**config.mk**
```make
export PLATFORM = sky130hd
export DESIGN_NAME = fec_block_window_reassembler
export DESIGN_NICKNAME = d
export VERILOG_FILES = /design/src/rtl/fbw_pkg.sv /design/src/rtl/fbw_front.sv /design/src/rtl/fbw_back.sv /design/src/rtl/fec_block_window_reassembler.sv
export SDC_FILE = /design/constraint.sdc
export NUM_CORES = 2
export LEC_CHECK = 0
export BUFFER_PORTS_ARGS = -buffer_cell sky130_fd_sc_hd__buf_4
export CORE_ASPECT_RATIO = 0.6
export CORE_MARGIN = 3
export CORE_UTILIZATION = 59
export CTS_BUF_LIST = sky130_fd_sc_hd__clkbuf_8
export DETAILED_ROUTE_END_ITERATION = 10
export PLACE_DENSITY = 0.78
export SLEW_MARGIN = 20
export SYNTH_ARGS = -nofsm -noshare
export SYNTH_HDL_FRONTEND = slang
export SYNTH_SLANG_ARGS = --single-unit
```
**constraint.sdc**
```tcl
create_clock -name clk -period 11.9 [get_ports clk]
set_input_delay 2.38 -clock clk [delete_from_list [all_inputs] [get_ports clk]]
set_output_delay 2.38 -clock clk [all_outputs]
set_load 0.05 [all_outputs]
```
**src/rtl/fbw_pkg.sv**
```systemverilog
// ----------------------------------------------------------------------------
// fbw_pkg: shared types and constants
// Transaction payloads, the clamped configuration and the command that
// passes from the front part to the back part of the window reassembler.
// ----------------------------------------------------------------------------
package fbw_pkg;

  localparam int MAX_PER_SIDE = 32;
  localparam int MAX_BUFFERS  = 16;
  localparam int SLOTS        = 2 * MAX_PER_SIDE;
  localparam int RESTART_SPAN = 128;
  localparam int BUF_W        = $clog2(MAX_BUFFERS);
  localparam int SLOT_W       = $clog2(SLOTS);
  localparam int SPAN_W       = $clog2(RESTART_SPAN);

  localparam logic [7:0] CFG_DATA_PER_BLOCK = 8'd0;
  localparam logic [7:0] CFG_FEC_PER_BLOCK  = 8'd1;
  localparam logic [7:0] CFG_BUFFERS_IN_USE = 8'd2;

  typedef struct packed {
    logic [31:0] seq_no;
    logic        crc_ok;
  } in_item_t;

  typedef struct packed {
    logic [31:0] retired_block;
    logic [4:0]  erased_data_index;
    logic [4:0]  fec_index;
    logic [5:0]  data_missing;
    logic [5:0]  data_corrupt;
    logic [5:0]  fec_missing;
    logic [5:0]  fec_corrupt;
    logic        recon_failed;
    logic [31:0] data_emit_mask;
    logic [31:0] restart_count;
    logic        last;
  } out_item_t;

  // Clamped register values.
  typedef struct packed {
    logic [5:0] nd;
    logic [5:0] nf;
    logic [4:0] nb;
  } cfg_t;

  typedef struct packed {
    logic [31:0]       blk;
    logic [SLOT_W-1:0] slot;
    logic              crc;
  } cmd_t;

endpackage

```
**src/rtl/fbw_front.sv**
```systemverilog
// ----------------------------------------------------------------------------
// fbw_front: sequence number splitter
// Divides each sequence number by the block length one bit a cycle and
// queues block, slot and CRC flag for the back part.
// ----------------------------------------------------------------------------
module fbw_front (
  input  logic             clk,
  input  logic             rst_n,
  input  fbw_pkg::cfg_t    cfg,
  input  logic             in_push,
  output logic             in_full,
  input  fbw_pkg::in_item_t in_data,
  output logic             cmd_valid,
  output fbw_pkg::cmd_t    cmd_data,
  input  logic             cmd_pop
);
  import fbw_pkg::*;

  typedef enum logic [2:0] {
    F_IDLE = 3'b001,
    F_DIV  = 3'b010,
    F_PUSH = 3'b100
  } fstate_t;

  fstate_t     state_r, state_nxt;
  logic [31:0] quo_r, quo_nxt;
  logic [6:0]  rem_r, rem_nxt;
  logic [4:0]  step_r, step_nxt;
  logic        crc_r, crc_nxt;
  logic [6:0]  n;
  logic [7:0]  trial;

  cmd_t        q_mem [2];
  logic        wp_r, rp_r;
  logic [1:0]  cnt_r;
  logic        q_push, q_full;

  assign n      = {1'b0, cfg.nd} + {1'b0, cfg.nf};
  assign trial  = {rem_r, quo_r[31]};
  assign q_full = (cnt_r == 2'd2);
  assign in_full = (state_r != F_IDLE);
  assign q_push = (state_r == F_PUSH) && !q_full;

  always_comb begin
    state_nxt = state_r;
    quo_nxt   = quo_r;
    rem_nxt   = rem_r;
    step_nxt  = step_r;
    crc_nxt   = crc_r;
    unique case (state_r)
      F_IDLE: begin
        if (in_push) begin
          quo_nxt   = in_data.seq_no;
          crc_nxt   = in_data.crc_ok;
          rem_nxt   = '0;
          step_nxt  = '0;
          state_nxt = F_DIV;
        end
      end
      F_DIV: begin
        if (trial >= {1'b0, n}) begin
          rem_nxt = 7'(trial - {1'b0, n});
          quo_nxt = {quo_r[30:0], 1'b1};
        end else begin
          rem_nxt = trial[6:0];
          quo_nxt = {quo_r[30:0], 1'b0};
        end
        step_nxt = step_r + 5'd1;
        if (step_r == 5'd31) begin
          state_nxt = F_PUSH;
        end
      end
      F_PUSH: begin
        if (!q_full) begin
          state_nxt = F_IDLE;
        end
      end
      default: state_nxt = F_IDLE;
    endcase
  end

  always_ff @(posedge clk) begin
    if (!rst_n) begin
      state_r <= F_IDLE;
    end else begin
      state_r <= state_nxt;
    end
    quo_r  <= quo_nxt;
    rem_r  <= rem_nxt;
    step_r <= step_nxt;
    crc_r  <= crc_nxt;
  end

  // Two-entry command queue towards the back part.
  always_ff @(posedge clk) begin
    if (!rst_n) begin
      wp_r  <= 1'b0;
      rp_r  <= 1'b0;
      cnt_r <= '0;
    end else begin
      if (q_push) begin
        wp_r <= !wp_r;
      end
      if (cmd_pop) begin
        rp_r <= !rp_r;
      end
      cnt_r <= 2'(cnt_r + {1'b0, q_push} - {1'b0, cmd_pop});
    end
    if (q_push) begin
      q_mem[wp_r] <= '{blk: quo_r, slot: rem_r[SLOT_W-1:0], crc: crc_r};
    end
  end

  assign cmd_valid = (cnt_r != 2'd0);
  assign cmd_data  = q_mem[rp_r];

endmodule

```
**src/rtl/fbw_back.sv**
```systemverilog
// ----------------------------------------------------------------------------
// fbw_back: window bookkeeping and retirement
// Claims buffers, stores slot flags and retires blocks into pairing and
// report transactions.
// ----------------------------------------------------------------------------
module fbw_back (
  input  logic              clk,
  input  logic              rst_n,
  input  fbw_pkg::cfg_t     cfg,
  input  logic              cmd_valid,
  input  fbw_pkg::cmd_t     cmd_data,
  output logic              cmd_pop,
  output logic              res_push,
  output fbw_pkg::out_item_t res_data,
  input  logic              res_room
);
  import fbw_pkg::*;

  typedef enum logic [10:0] {
    B_IDLE   = 11'b00000000001,
    B_EVAL   = 11'b00000000010,
    B_PICK   = 11'b00000000100,
    B_RRD    = 11'b00000001000,
    B_GATHER = 11'b00000010000,
    B_SETUP  = 11'b00000100000,
    B_WALK   = 11'b00001000000,
    B_REPORT = 11'b00010000000,
    B_CLAIM  = 11'b00100000000,
    B_LOOK   = 11'b01000000000,
    B_MOD    = 11'b10000000000
  } bstate_t;

  bstate_t state_r, state_nxt;
  logic    srd_r, srd_nxt;

  cmd_t             cmd_r, cmd_nxt;
  logic [BUF_W-1:0] i_r, i_nxt, pick_r, pick_nxt, hit_r, hit_nxt;
  logic [31:0]      minb_r, minb_nxt;
  logic [MAX_BUFFERS-1:0] used_r, used_nxt, rowv_r, rowv_nxt;
  logic [31:0]      blk_r [MAX_BUFFERS];
  logic [32:0]      high_r, high_nxt;
  logic [31:0]      rcnt_r, rcnt_nxt;

  logic [MAX_PER_SIDE-1:0] dv_r, dv_nxt, dg_r, dg_nxt, fv_r, fv_nxt, fg_r, fg_nxt;
  logic [5:0] k_r, k_nxt;
  logic       fph_r, fph_nxt;
  logic [5:0] dm_r, dm_nxt, dc_r, dc_nxt, fm_r, fm_nxt, fc_r, fc_nxt;
  logic [5:0] wdm_r, wdm_nxt, gf_r, gf_nxt, good_r, good_nxt, di_r, di_nxt, fi_r, fi_nxt;

  logic [SLOTS-1:0] rcv_mem [MAX_BUFFERS];
  logic [SLOTS-1:0] cg_mem  [MAX_BUFFERS];
  logic [SLOTS-1:0] rcv_q, cg_q, rv_row, cg_row, rv_w, cg_w;
  logic [BUF_W-1:0] mem_addr;
  logic             mem_we;

  logic [33:0] blk_x, hi_x, span_x;
  logic        restart, newer, last_i, failed;
  logic [6:0]  s_d, s_f;
  logic [5:0]  s_sel;
  logic [31:0] mask;

  assign blk_x   = {2'b00, cmd_r.blk};
  assign hi_x    = {high_r[32], high_r};
  assign span_x  = 34'({cfg.nb, {SPAN_W{1'b0}}});
  assign restart = $signed(blk_x + span_x) < $signed(hi_x);
  assign newer   = $signed(blk_x) > $signed(hi_x);
  assign last_i  = ({1'b0, i_r} == 5'(cfg.nb - 5'd1));

  // Slot of data k and of FEC k in the interleaved layout.
  assign s_d   = {1'b0, k_r} + ((k_r < cfg.nf) ? {1'b0, k_r} : {1'b0, cfg.nf});
  assign s_f   = {1'b0, k_r} + (((k_r + 6'd1) < cfg.nd) ? {1'b0, 6'(k_r + 6'd1)} : {1'b0, cfg.nd});
  assign s_sel = fph_r ? s_f[5:0] : s_d[5:0];

  assign rv_row = rowv_r[mem_addr] ? rcv_q : '0;
  assign cg_row = rowv_r[mem_addr] ? cg_q  : '0;

  assign failed = ({1'b0, dm_r} + {1'b0, dc_r}) > {1'b0, good_r};
  always_comb begin
    for (int k = 0; k < MAX_PER_SIDE; k++) begin
      mask[k] = (6'(k) < cfg.nd) && (!failed || dv_r[k]);
    end
  end

  assign mem_addr = (state_r == B_MOD || state_r == B_LOOK) ? hit_r : pick_r;
  assign cmd_pop  = (state_r == B_IDLE) && cmd_valid;

  always_comb begin
    rv_w = rv_row;
    cg_w = cg_row;
    if (!cg_row[cmd_r.slot]) begin
      rv_w[cmd_r.slot] = 1'b1;
      cg_w[cmd_r.slot] = cmd_r.crc;
    end
  end

  always_comb begin
    state_nxt = state_r;
    srd_nxt   = 1'b0;
    cmd_nxt = cmd_r;   i_nxt = i_r;     pick_nxt = pick_r; hit_nxt = hit_r;
    minb_nxt = minb_r; used_nxt = used_r; rowv_nxt = rowv_r;
    high_nxt = high_r; rcnt_nxt = rcnt_r;
    dv_nxt = dv_r; dg_nxt = dg_r; fv_nxt = fv_r; fg_nxt = fg_r;
    k_nxt = k_r; fph_nxt = fph_r;
    dm_nxt = dm_r; dc_nxt = dc_r; fm_nxt = fm_r; fc_nxt = fc_r;
    wdm_nxt = wdm_r; gf_nxt = gf_r; good_nxt = good_r; di_nxt = di_r; fi_nxt = fi_r;
    mem_we   = 1'b0;
    res_push = 1'b0;
    res_data = '0;
    res_data.retired_block = minb_r;
    res_data.restart_count = rcnt_r;
    unique case (state_r)
      B_IDLE: begin
        if (cmd_valid) begin
          cmd_nxt   = cmd_data;
          state_nxt = B_EVAL;
        end
      end
      B_EVAL: begin
        i_nxt = '0;
        if ((newer || restart) && cmd_r.crc) begin
          if (restart) begin
            rcnt_nxt = rcnt_r + 32'd1;
            for (int b = 0; b < MAX_BUFFERS; b++) begin
              if (5'(b) < cfg.nb) begin
                used_nxt[b] = 1'b0;
                rowv_nxt[b] = 1'b0;
              end
            end
          end
          state_nxt = B_PICK;
        end else begin
          state_nxt = B_LOOK;
        end
      end
      B_PICK: begin
        if (!used_r[i_r]) begin
          pick_nxt  = i_r;
          state_nxt = B_CLAIM;
        end else begin
          if (i_r == '0 || blk_r[i_r] < minb_r) begin
            minb_nxt = blk_r[i_r];
            pick_nxt = i_r;
          end
          if (last_i) begin
            state_nxt = B_RRD;
          end
          i_nxt = i_r + 1'b1;
        end
      end
      B_RRD: begin
        k_nxt = '0; fph_nxt = 1'b0;
        dm_nxt = '0; dc_nxt = '0; fm_nxt = '0; fc_nxt = '0;
        state_nxt = B_GATHER;
      end
      B_GATHER: begin
        k_nxt = k_r + 6'd1;
        if (!fph_r) begin
          dv_nxt[k_r[4:0]] = rv_row[s_sel];
          dg_nxt[k_r[4:0]] = cg_row[s_sel];
          if (!rv_row[s_sel]) dm_nxt = dm_r + 6'd1;
          else if (!cg_row[s_sel]) dc_nxt = dc_r + 6'd1;
          if (k_r == 6'(cfg.nd - 6'd1)) begin
            k_nxt   = '0;
            fph_nxt = 1'b1;
            if (cfg.nf == '0) state_nxt = B_SETUP;
          end
        end else begin
          fv_nxt[k_r[4:0]] = rv_row[s_sel];
          fg_nxt[k_r[4:0]] = cg_row[s_sel];
          if (!rv_row[s_sel]) fm_nxt = fm_r + 6'd1;
          else if (!cg_row[s_sel]) fc_nxt = fc_r + 6'd1;
          if (k_r == 6'(cfg.nf - 6'd1)) state_nxt = B_SETUP;
        end
      end
      B_SETUP: begin
        wdm_nxt  = dm_r;
        good_nxt = 6'(cfg.nf - fm_r - fc_r);
        gf_nxt   = 6'(cfg.nf - fm_r - fc_r);
        di_nxt   = '0;
        fi_nxt   = '0;
        state_nxt = B_WALK;
      end
      B_WALK: begin
        if (di_r < cfg.nd && fi_r < cfg.nf) begin
          if (dv_r[di_r[4:0]] && dg_r[di_r[4:0]]) begin
            di_nxt = di_r + 6'd1;
          end else if (dv_r[di_r[4:0]] && gf_r <= wdm_r) begin
            di_nxt = di_r + 6'd1;
          end else if (!fv_r[fi_r[4:0]]) begin
            fi_nxt = fi_r + 6'd1;
          end else if (!fg_r[fi_r[4:0]] && wdm_r > gf_r) begin
            fi_nxt = fi_r + 6'd1;
          end else if (res_room) begin
            res_push = 1'b1;
            res_data.erased_data_index = di_r[4:0];
            res_data.fec_index         = fi_r[4:0];
            if (!dv_r[di_r[4:0]]) wdm_nxt = wdm_r - 6'd1;
            if (fg_r[fi_r[4:0]]) gf_nxt = gf_r - 6'd1;
            di_nxt = di_r + 6'd1;
            fi_nxt = fi_r + 6'd1;
          end
        end else begin
          state_nxt = B_REPORT;
        end
      end
      B_REPORT: begin
        res_data.data_missing   = dm_r;
        res_data.data_corrupt   = dc_r;
        res_data.fec_missing    = fm_r;
        res_data.fec_corrupt    = fc_r;
        res_data.recon_failed   = failed;
        res_data.data_emit_mask = mask;
        res_data.last           = 1'b1;
        if (res_room) begin
          res_push  = 1'b1;
          state_nxt = B_CLAIM;
        end
      end
      B_CLAIM: begin
        used_nxt[pick_r] = 1'b1;
        rowv_nxt[pick_r] = 1'b0;
        high_nxt = {1'b0, cmd_r.blk};
        i_nxt    = '0;
        state_nxt = B_LOOK;
      end
      B_LOOK: begin
        if (used_r[i_r] && blk_r[i_r] == cmd_r.blk) begin
          hit_nxt   = i_r;
          srd_nxt   = 1'b1;
          state_nxt = B_MOD;
        end else if (last_i) begin
          state_nxt = B_IDLE;
        end
        i_nxt = i_r + 1'b1;
      end
      B_MOD: begin
        // Waits here for the registered row read of the hit buffer, then writes the row.
        if (!srd_r) begin
          mem_we         = 1'b1;
          rowv_nxt[hit_r] = 1'b1;
          state_nxt      = B_IDLE;
        end
      end
      default: state_nxt = B_IDLE;
    endcase
  end

  always_ff @(posedge clk) begin
    if (!rst_n) begin
      state_r <= B_IDLE;
      srd_r   <= 1'b0;
      used_r  <= '0;
      rowv_r  <= '0;
      high_r  <= '1;
      rcnt_r  <= '0;
    end else begin
      state_r <= state_nxt;
      srd_r   <= srd_nxt;
      used_r  <= used_nxt;
      rowv_r  <= rowv_nxt;
      high_r  <= high_nxt;
      rcnt_r  <= rcnt_nxt;
    end
    cmd_r <= cmd_nxt;  i_r <= i_nxt;  pick_r <= pick_nxt;  hit_r <= hit_nxt;
    minb_r <= minb_nxt;
    dv_r <= dv_nxt; dg_r <= dg_nxt; fv_r <= fv_nxt; fg_r <= fg_nxt;
    k_r <= k_nxt; fph_r <= fph_nxt;
    dm_r <= dm_nxt; dc_r <= dc_nxt; fm_r <= fm_nxt; fc_r <= fc_nxt;
    wdm_r <= wdm_nxt; gf_r <= gf_nxt; good_r <= good_nxt; di_r <= di_nxt; fi_r <= fi_nxt;
    if (state_r == B_CLAIM) begin
      blk_r[pick_r] <= cmd_r.blk;
    end
  end

  // Slot flag rows, one per buffer; a row whose valid bit is clear reads as zero.
  always_ff @(posedge clk) begin
    if (mem_we) begin
      rcv_mem[hit_r] <= rv_w;
      cg_mem[hit_r]  <= cg_w;
    end
    rcv_q <= rcv_mem[mem_addr];
    cg_q  <= cg_mem[mem_addr];
  end

endmodule

```
**src/rtl/fec_block_window_reassembler.sv**
```systemverilog
// ----------------------------------------------------------------------------
// fec_block_window_reassembler: FEC block reassembly window
// Tracks received and CRC-good slots per block and retires blocks into
// erasure pairings and a final report.
// ----------------------------------------------------------------------------
// Each accepted transaction is split into block and slot by a bit-serial
// divider in the front part, which accepts no new transaction until it has
// queued the last one. A two-entry queue then feeds the back part, which
// scans the buffer window one buffer a cycle. A packet that retires a block
// adds a scan of the window for the oldest buffer, a gather pass over the
// data and FEC slots, set-up, a pairing walk, the report and the claim of
// the freed buffer, and it waits whenever the two-entry result queue is
// full. Slot flags live in one row per buffer with a valid bit each, so
// there is no clearing pass after reset.
// Configuration registers: 0 data_per_block, 1 fec_per_block,
// 2 buffers_in_use; other indexes are ignored and values are clamped to
// their legal ranges. Write them only while the block is idle.
// ----------------------------------------------------------------------------
module fec_block_window_reassembler (
  input  logic               clk,
  input  logic               rst_n,
  input  logic               in_push,
  output logic               in_full,
  input  fbw_pkg::in_item_t  in_data,
  output logic               out_empty,
  input  logic               out_pop,
  output fbw_pkg::out_item_t out_data,
  input  logic               cfg_valid,
  output logic               cfg_ready,
  input  logic [7:0]         cfg_index,
  input  logic [7:0]         cfg_data
);
  import fbw_pkg::*;

  logic [5:0] d_r, f_r;
  logic [4:0] b_r;
  cfg_t       cfg;
  logic       cmd_valid, cmd_pop, res_push, res_room;
  cmd_t       cmd_data;
  out_item_t  res_data;
  out_item_t  oq_mem [2];
  logic       owp_r, orp_r, opop;
  logic [1:0] ocnt_r;

  assign cfg_ready = 1'b1;

  always_ff @(posedge clk) begin
    if (!rst_n) begin
      d_r <= 6'd8;
      f_r <= 6'd4;
      b_r <= 5'd1;
    end else if (cfg_valid) begin
      unique case (cfg_index)
        CFG_DATA_PER_BLOCK: d_r <= cfg_data[5:0];
        CFG_FEC_PER_BLOCK:  f_r <= cfg_data[5:0];
        CFG_BUFFERS_IN_USE: b_r <= cfg_data[4:0];
        default: ;
      endcase
    end
  end

  // Saturate the registers to the supported ranges.
  assign cfg.nd = (d_r == 6'd0) ? 6'd1 : ((d_r > 6'(MAX_PER_SIDE)) ? 6'(MAX_PER_SIDE) : d_r);
  assign cfg.nf = (f_r > 6'(MAX_PER_SIDE)) ? 6'(MAX_PER_SIDE) : f_r;
  assign cfg.nb = (b_r == 5'd0) ? 5'd1 : ((b_r > 5'(MAX_BUFFERS)) ? 5'(MAX_BUFFERS) : b_r);

  fbw_front u_front (
    .clk       (clk),
    .rst_n     (rst_n),
    .cfg       (cfg),
    .in_push   (in_push),
    .in_full   (in_full),
    .in_data   (in_data),
    .cmd_valid (cmd_valid),
    .cmd_data  (cmd_data),
    .cmd_pop   (cmd_pop)
  );

  fbw_back u_back (
    .clk       (clk),
    .rst_n     (rst_n),
    .cfg       (cfg),
    .cmd_valid (cmd_valid),
    .cmd_data  (cmd_data),
    .cmd_pop   (cmd_pop),
    .res_push  (res_push),
    .res_data  (res_data),
    .res_room  (res_room)
  );

  // Two-entry result queue; the back part stalls while it is full.
  assign res_room  = (ocnt_r != 2'd2);
  assign out_empty = (ocnt_r == 2'd0);
  assign opop      = out_pop && !out_empty;
  assign out_data  = oq_mem[orp_r];

  always_ff @(posedge clk) begin
    if (!rst_n) begin
      owp_r  <= 1'b0;
      orp_r  <= 1'b0;
      ocnt_r <= '0;
    end else begin
      if (res_push) begin
        owp_r <= !owp_r;
      end
      if (opop) begin
        orp_r <= !orp_r;
      end
      ocnt_r <= 2'(ocnt_r + {1'b0, res_push} - {1'b0, opop});
    end
    if (res_push) begin
      oq_mem[owp_r] <= res_data;
    end
  end

endmodule

```
======== After elaboration in Yosys (flattened, before gate mapping) ========
Memories as Yosys holds them, arrays and structs flattened. A register that Yosys moved wholly into a read port is not among the register bits.
Index checks and enable logic that the tools add are counted.
storage, ports and cells
  register bits after elaboration ......... 415
  latch bits .............................. 0
  RAM bits ................................ 2,902
  ROM bits ................................ 0
  input bits .............................. 54
  output and inout port bits .............. 135
  word-level logic and storage cells ...... 588
  memories ................................ 5
memories
  memory          words  width  read ports  clocked after Yosys merged registers in  write ports  RTL line                            text
  u_back.cg_mem   16     64     1           1                                        1            fbw_back.sv:51                      logic [SLOTS-1:0] cg_mem [MAX_BUFFERS];
  u_back.rcv_mem  16     64     1           1                                        1            fbw_back.sv:50                      logic [SLOTS-1:0] rcv_mem [MAX_BUFFERS];
  u_back.blk_r    16     32     1           1                                        1            fbw_back.sv:40                      logic [31:0] blk_r [MAX_BUFFERS];
  oq_mem          2      132    1           1                                        1            fec_block_window_reassembler.sv:41  out_item_t oq_mem [2];
  u_front.q_mem   2      39     1           1                                        1            fbw_front.sv:33                     cmd_t q_mem [2];
operators by class
  $add $sub $neg .......................... 27
  $mul .................................... 0
  div/mod/pow operators ................... 0
  order comparisons ....................... 75
  eq/ne operators ......................... 73
  shifts and indexed selects .............. 0
  multiplexer cells ....................... 175
  bitwise operators ....................... 6
  reduce and logical (&&, ||, !) cells .... 158
operators with widths
  cell                                                                 number
  6-bit two-way mux                                                    44
  64-bit two-way mux                                                   4
  11-bit two-way mux                                                   12
  32-bit bitwise mux                                                   4
  11-bit one-hot mux with 11 select lines                              1
  6-bit one-hot mux with 2 select lines                                9
  5-bit by 6-bit < comparator with 1-bit output, first input constant  16
  5-bit AND reduction                                                  18
  10-bit two-way mux                                                   8
  4-bit AND reduction                                                  18
  64-bit bitwise mux                                                   1
  64-bit OR                                                            1
  32-bit one-hot mux with 2 select lines                               1
  57-bit two-way mux                                                   1
  1-bit two-way mux                                                    52
  2-bit by 1-bit != test with 1-bit output, second input constant      26
  4-bit by 6-bit < comparator with 1-bit output, first input constant  8
  16-bit two-way mux                                                   3
  16-bit one-hot mux with 3 select lines                               1
  1-bit logical AND                                                    45
  6-bit by 1-bit adder with 6-bit output, second input constant        7
  4-bit by 5-bit < comparator with 1-bit output, first input constant  8
  1-bit logical OR                                                     35
  34-bit by 33-bit < comparator with 1-bit output                      1
  other kinds (95)                                                     190

======== Longest topological paths before layout ========
  word-level depth ........................ 13
  depth in mapped cells ................... 29
  depth with buffers taken out ............ 27

======== Modules after synthesis ========
From an unflattened synthesis, not the netlist that was laid out.
second synthesis, totals
  cell total of the unflattened synthesis .. 10,411
  area total of the unflattened synthesis .. 143,954.3 um2
modules (own cells, without submodules)
  module                        times used  cells an instance  area each (um2)  seq. area each (um2)
  fbw_back                      1           9,471              127,725.0        89,866.2
  fec_block_window_reassembler  1           529                10,573.9         8,368.0
  fbw_front                     1           411                5,655.4          3,853.7

======== Worst setup path before layout ========
Ideal clock, no wire load.
  path kind ............................... register to register
  start point ............................. reg u_back.state_r[5]
  end point ............................... reg u_back.rowv_r[1]
  data arrival time ....................... 11,277 ps
  data required time ...................... 11,794 ps
  slack ................................... 517 ps
  stages on the path, launching flop included .. 11
  path buffers ............................ 1
  cell sequence ........................... dfxtp_1 > nor2_2 > and3_1 > buf_2 > nand3b_1 > nor3b_1 > nor2b_1 > nand3b_1 > nor3_1 > o21ai_0 > a31oi_1
between the ends
  longest elaborated chain between the ends .. 3
  elaborated cells between the ends (all ways) .. 10
  classes of those cells .................. eq/ne (7); mux (1); reduce/logical (2)
RTL lines
  element                                                                     RTL line         text
  start: declaration                                                          fbw_back.sv:33   bstate_t state_r, state_nxt;
  start signal: assignment                                                    fbw_back.sv:257  state_r <= state_nxt;
  11-bit by 2-bit == test with 1-bit output (tied with other cells)           fbw_back.sv:111  unique case (state_r)
  2-bit by 1-bit != test with 1-bit output (no line) (tied with other cells)  -
  5-bit AND reduction (no line)                                               -
  end signal: assignment                                                      fbw_back.sv:260  rowv_r <= rowv_nxt;
  end: declaration                                                            fbw_back.sv:39   logic [MAX_BUFFERS-1:0] used_r, used_nxt, rowv_r, rowv_nxt;
Parallel ways exist; a longest one is shown, timed or not.
A chain may end at the register's enable or synchronous reset.

======== Worst setup path in the final report ========
  start point ............................. reg u_back.k_r[3]
  end point ............................... reg u_back.dv_r[2], data pin
between the ends
  longest elaborated chain between the ends .. 8
  elaborated cells between the ends (all ways) .. 16
  classes of those cells .................. add/sub (3); order compare (4); mux (8); reduce/logical (1)
RTL lines
  element                                    RTL line         text
  start: declaration                         fbw_back.sv:45   logic [5:0] k_r, k_nxt;
  start signal: assignment                   fbw_back.sv:267  k_r <= k_nxt; fph_r <= fph_nxt;
  6-bit by 1-bit adder with 6-bit output     fbw_back.sv:71   assign s_f = {1'b0, k_r} + (((k_r + 6'd1) < cfg.nd) ? {1'b0, 6'(k_r + 6'd1)} : {1'b0, cfg.nd});
  6-bit < comparator                         fbw_back.sv:71
  6-bit two-way mux                          fbw_back.sv:71
  6-bit adder                                fbw_back.sv:71
  6-bit two-way mux                          fbw_back.sv:72   assign s_sel = fph_r ? s_f[5:0] : s_d[5:0];
  1-bit binary-select mux with 6-bit select  fbw_back.sv:158  dv_nxt[k_r[4:0]] = rv_row[s_sel];
  1-bit two-way mux (implied by the code)    fbw_back.sv:158
  32-bit bitwise mux *                       fbw_back.sv:158
  end signal: assignment                     fbw_back.sv:266  dv_r <= dv_nxt; dg_r <= dg_nxt; fv_r <= fv_nxt; fg_r <= fg_nxt;
  end: declaration                           fbw_back.sv:44   logic [MAX_PER_SIDE-1:0] dv_r, dv_nxt, dg_r, dg_nxt, fv_r, fv_nxt, fg_r, fg_nxt;
Every way passes the cells marked *; elsewhere a longest branch is shown, timed or not. The select of a mux whose other input is x is not followed.

==> impl_metrics.env <==
export IMPL_status="finished clean"
export IMPL_post_cts_buffers=0
export IMPL_ys_ff_latch=3489
export IMPL_route_detailed_wl_per_inst_um=26.4
export IMPL_viasPerCell=6.46
export IMPL_yosysTopAreaCell="edfxtp_1"
export IMPL_row_count=139
export IMPL_crit_required_ns=12.57
export IMPL_start_util_pct=59.8
export IMPL_yosys_cell_types_count=83
export IMPL_seq_area_frac_synth_pct=70.9
export IMPL_arrival_ns=8.48
export IMPL_yosys_warnings=0
export IMPL_hold_path_class="reg -> reg"
export IMPL_cts_tree="yes"
export IMPL_die_w_um=644
export IMPL_cts_path_max_buffers=4
export IMPL_nets=10900
export IMPL_dieArea_um2=250000
export IMPL_place_congestion=0.910
export IMPL_synth_flop_cell="edfxtp_1"
export IMPL_vias=92500
export IMPL_multi_input_area_um2=39000
export IMPL_die_h_um=389
export IMPL_netlist_instances=10500
export IMPL_track_usage_pct=29.4
export IMPL_crit_top_cell="a21oi_1"
export IMPL_drc=0
export IMPL_drtPass1Iterations=8
export IMPL_hold_viol=0
export IMPL_slew_viol_final=0
export IMPL_path_delay_family="compound AO/OA/AOI/OAI gates"
export IMPL_leakage_uw=0.0552
export IMPL_period_needed_ns=7.81
export IMPL_cp_end_kind="flop"
export IMPL_synthArstFlopShare_pct=0
export IMPL_fillers=16400
export IMPL_max_freq_ghz=0.128
export IMPL_peakVddDrop_v=0.000125
export IMPL_cts_root_buf="clkbuf_8"
export IMPL_h_tree_depth=5
export IMPL_antenna_left=0
export IMPL_switchingPower_uw=6280
export IMPL_crit_type="reg -> reg"
export IMPL_regArea_um2=102000
export IMPL_relSlewSlack_pct=19.6
export IMPL_holdWs_ns=0.422
export IMPL_worstMarginPinSlew_ns=1.19
export IMPL_combPwrFrac_pct=9.5
export IMPL_syn_num_nets=10800
export IMPL_clockPowerShare_pct=34.3
export IMPL_setup_violations=0
export IMPL_synth_enable_flop_cells=3219
export IMPL_netlist_area_um2=144000
export IMPL_cts_resized_gates=0
export IMPL_postSynthAreaPerCell_um2=13.7
export IMPL_portBuffers=185
export IMPL_max_stage_delay_ns=0.86
export IMPL_syn2layout_area_growth_pct=9.28
export IMPL_cts_hold_buffers=0
export IMPL_wl_um=378000
export IMPL_antenna_found_initial=18
export IMPL_core_area_um2=241000
export IMPL_grt_pass1_wl_um=558000
export IMPL_synthDominantCellAreaShare_pct=67.1
export IMPL_worstPathMaxFanout=64
export IMPL_period_share_pct=65.6
export IMPL_cts_buffers=466
export IMPL_power_density_nw_per_um2=157
export IMPL_clk_pin_slew_ns=0.07
export IMPL_drive_gt1_share_pct=13.2
export IMPL_fin_skew_ns=0.103
export IMPL_io_pins=189
export IMPL_layout_common_cells="3219 x edfxtp_1, 2314 x nand2_1, 835 x nand3_1"
export IMPL_insertion_delay_ns=1.07
export IMPL_startpoint_type="flop"
export IMPL_rsz0062_at_grt="false"
export IMPL_crit_slowest_cell="edfxtp_1"
export IMPL_drtIter0Drc=14400
export IMPL_grt_max_degree=198
export IMPL_crit_chain="nand3_1, nor3_1, xor2_1, ha_1, nor3_1, a21oi_1, a21oi_1, a21oi_1, ha_2, inv_1, fa_2, buf_4, mux4_2, mux4_2, mux2_2, o211ai_1, clkinv_1, buf_4"
export IMPL_p_seq_share_pct=56.2
export IMPL_power_internal_uw=18400
export IMPL_cts_sinks=3489
export IMPL_tns_ns=0
export IMPL_worst_path_buf_inv=4
export IMPL_synthTopCellsByArea="edfxtp_1 67%, nand2_1 6.0%, dfxtp_1 3.8%"
export IMPL_final_common_cell="edfxtp_1"
export IMPL_grt_pass1_vias=88500
export IMPL_dp_hpwl_um=205000
export IMPL_overflow=0
export IMPL_swShare_pct=25.4
export IMPL_maxCapViolations=0
cells in the mapped netlist, types with 124 or more instances:
cell and n:
a211oi_1 147, a311oi_1 129, a31oi_1 270, a32o_1 129
and3_1 292, clkbuf_1 546, dfxtp_1 270, edfxtp_1 3219
ha_1 184, inv_1 154, mux2_2 208, mux2i_1 164
mux4_2 179, nand2_1 2314, nand3_1 836, nor2_1 329
xnor2_1 124
worst paths after layout:
path | end | start | cells past startpoint | slack, ns
worst min-delay path | u_front.q_mem[0][0]$_DFFE_PP_ | u_front.crc_r$_DFFE_PP_ | 0 | 0.42
worst max register to register | u_back.dv_r[2]$_DFFE_PP_ | u_back.k_r[3]$_SDFFCE_PP0P_ | 18 | 4.09
worst min register to register | u_front.q_mem[0][0]$_DFFE_PP_ | u_front.crc_r$_DFFE_PP_ | 0 | 0.42
worst max-delay path | u_back.dv_r[2]$_DFFE_PP_ | u_back.k_r[3]$_SDFFCE_PP0P_ | 18 | 4.09
metal layers:
metal	vias to the layer above	global-route usage, %	share of wire [%]
met5	-	0	0.017
met4	8	8.06	2.5
met3	816	9.87	15
met2	6492	41.8	43
met1	45600	43.7	39
li1	39600	-	-
metrics by stage:
step | setup WS (ns) | cell area, um^2 | util, % | total power, uW | std cells
5_1_grt | 3.64 | 157000 | 65.3 | 25400 | 14300
4_1_cts | 4.06 | 157000 | 65.3 | 24600 | 14300
6_report | 4.09 | 157000 | 65.3 | 24700 | 14300
3_5_place_dp | 4.08 | 149000 | 61.7 | 16400 | 13400
2_1_floorplan | 0.517 | 144000 | - | 15400 | 10500
3_3_place_gp | 4.23 | 149000 | 61.7 | 16300 | 13400
final cells by class:
type                    instances  area share [%]
diodes                         20          0.0318
multi-input cells            6174            24.8
inverters                     158           0.377
flip-flops and latches       3489            64.8
repair buffers                365            1.91
clock inverters               355            1.05
well taps                    3243            2.58
clock buffers                 507            4.43
cell families (layout without fill, tap and decap cells):
logic type,Yosys count,count (layout),synth area share (%)
DFF,3489,3489,70.9
muxes,551,551,5.56
other,1,21,0.00260
buffers and inverters,850,1385,2.39
adders and majority gates,194,194,1.74
and+or+nand+nor,4118,4118,12.6
xor gates and xnor gates,191,191,1.16
AOI/OAI and AO/OA,1119,1119,5.70
state kept, by name, summed over array words and instances, names as in the netlist, 33 cells and up, named ones only:
| signal | cells |
|---|---|
| u_back.cg_mem | 1024 |
| u_back.rcv_mem | 1024 |
| u_back.blk_r | 512 |
| oq_mem | 264 |
| u_front.q_mem | 78 |
| u_back.cg_q | 64 |
| u_back.rcv_q | 64 |
| u_back.high_r | 33 |
power by group through the flow:
stage          Clock, uW  Sequential, uW  Combinational (uW)
3_3_place_gp           0           14100                2150
5_1_grt             9090           13900                2440
2_1_floorplan          0           14100                1350
4_1_cts             8540           13900                2220
3_5_place_dp           0           14100                2210
6_report            8480           13900                2330
Note: power is estimated with default switching activity, not from simulation.
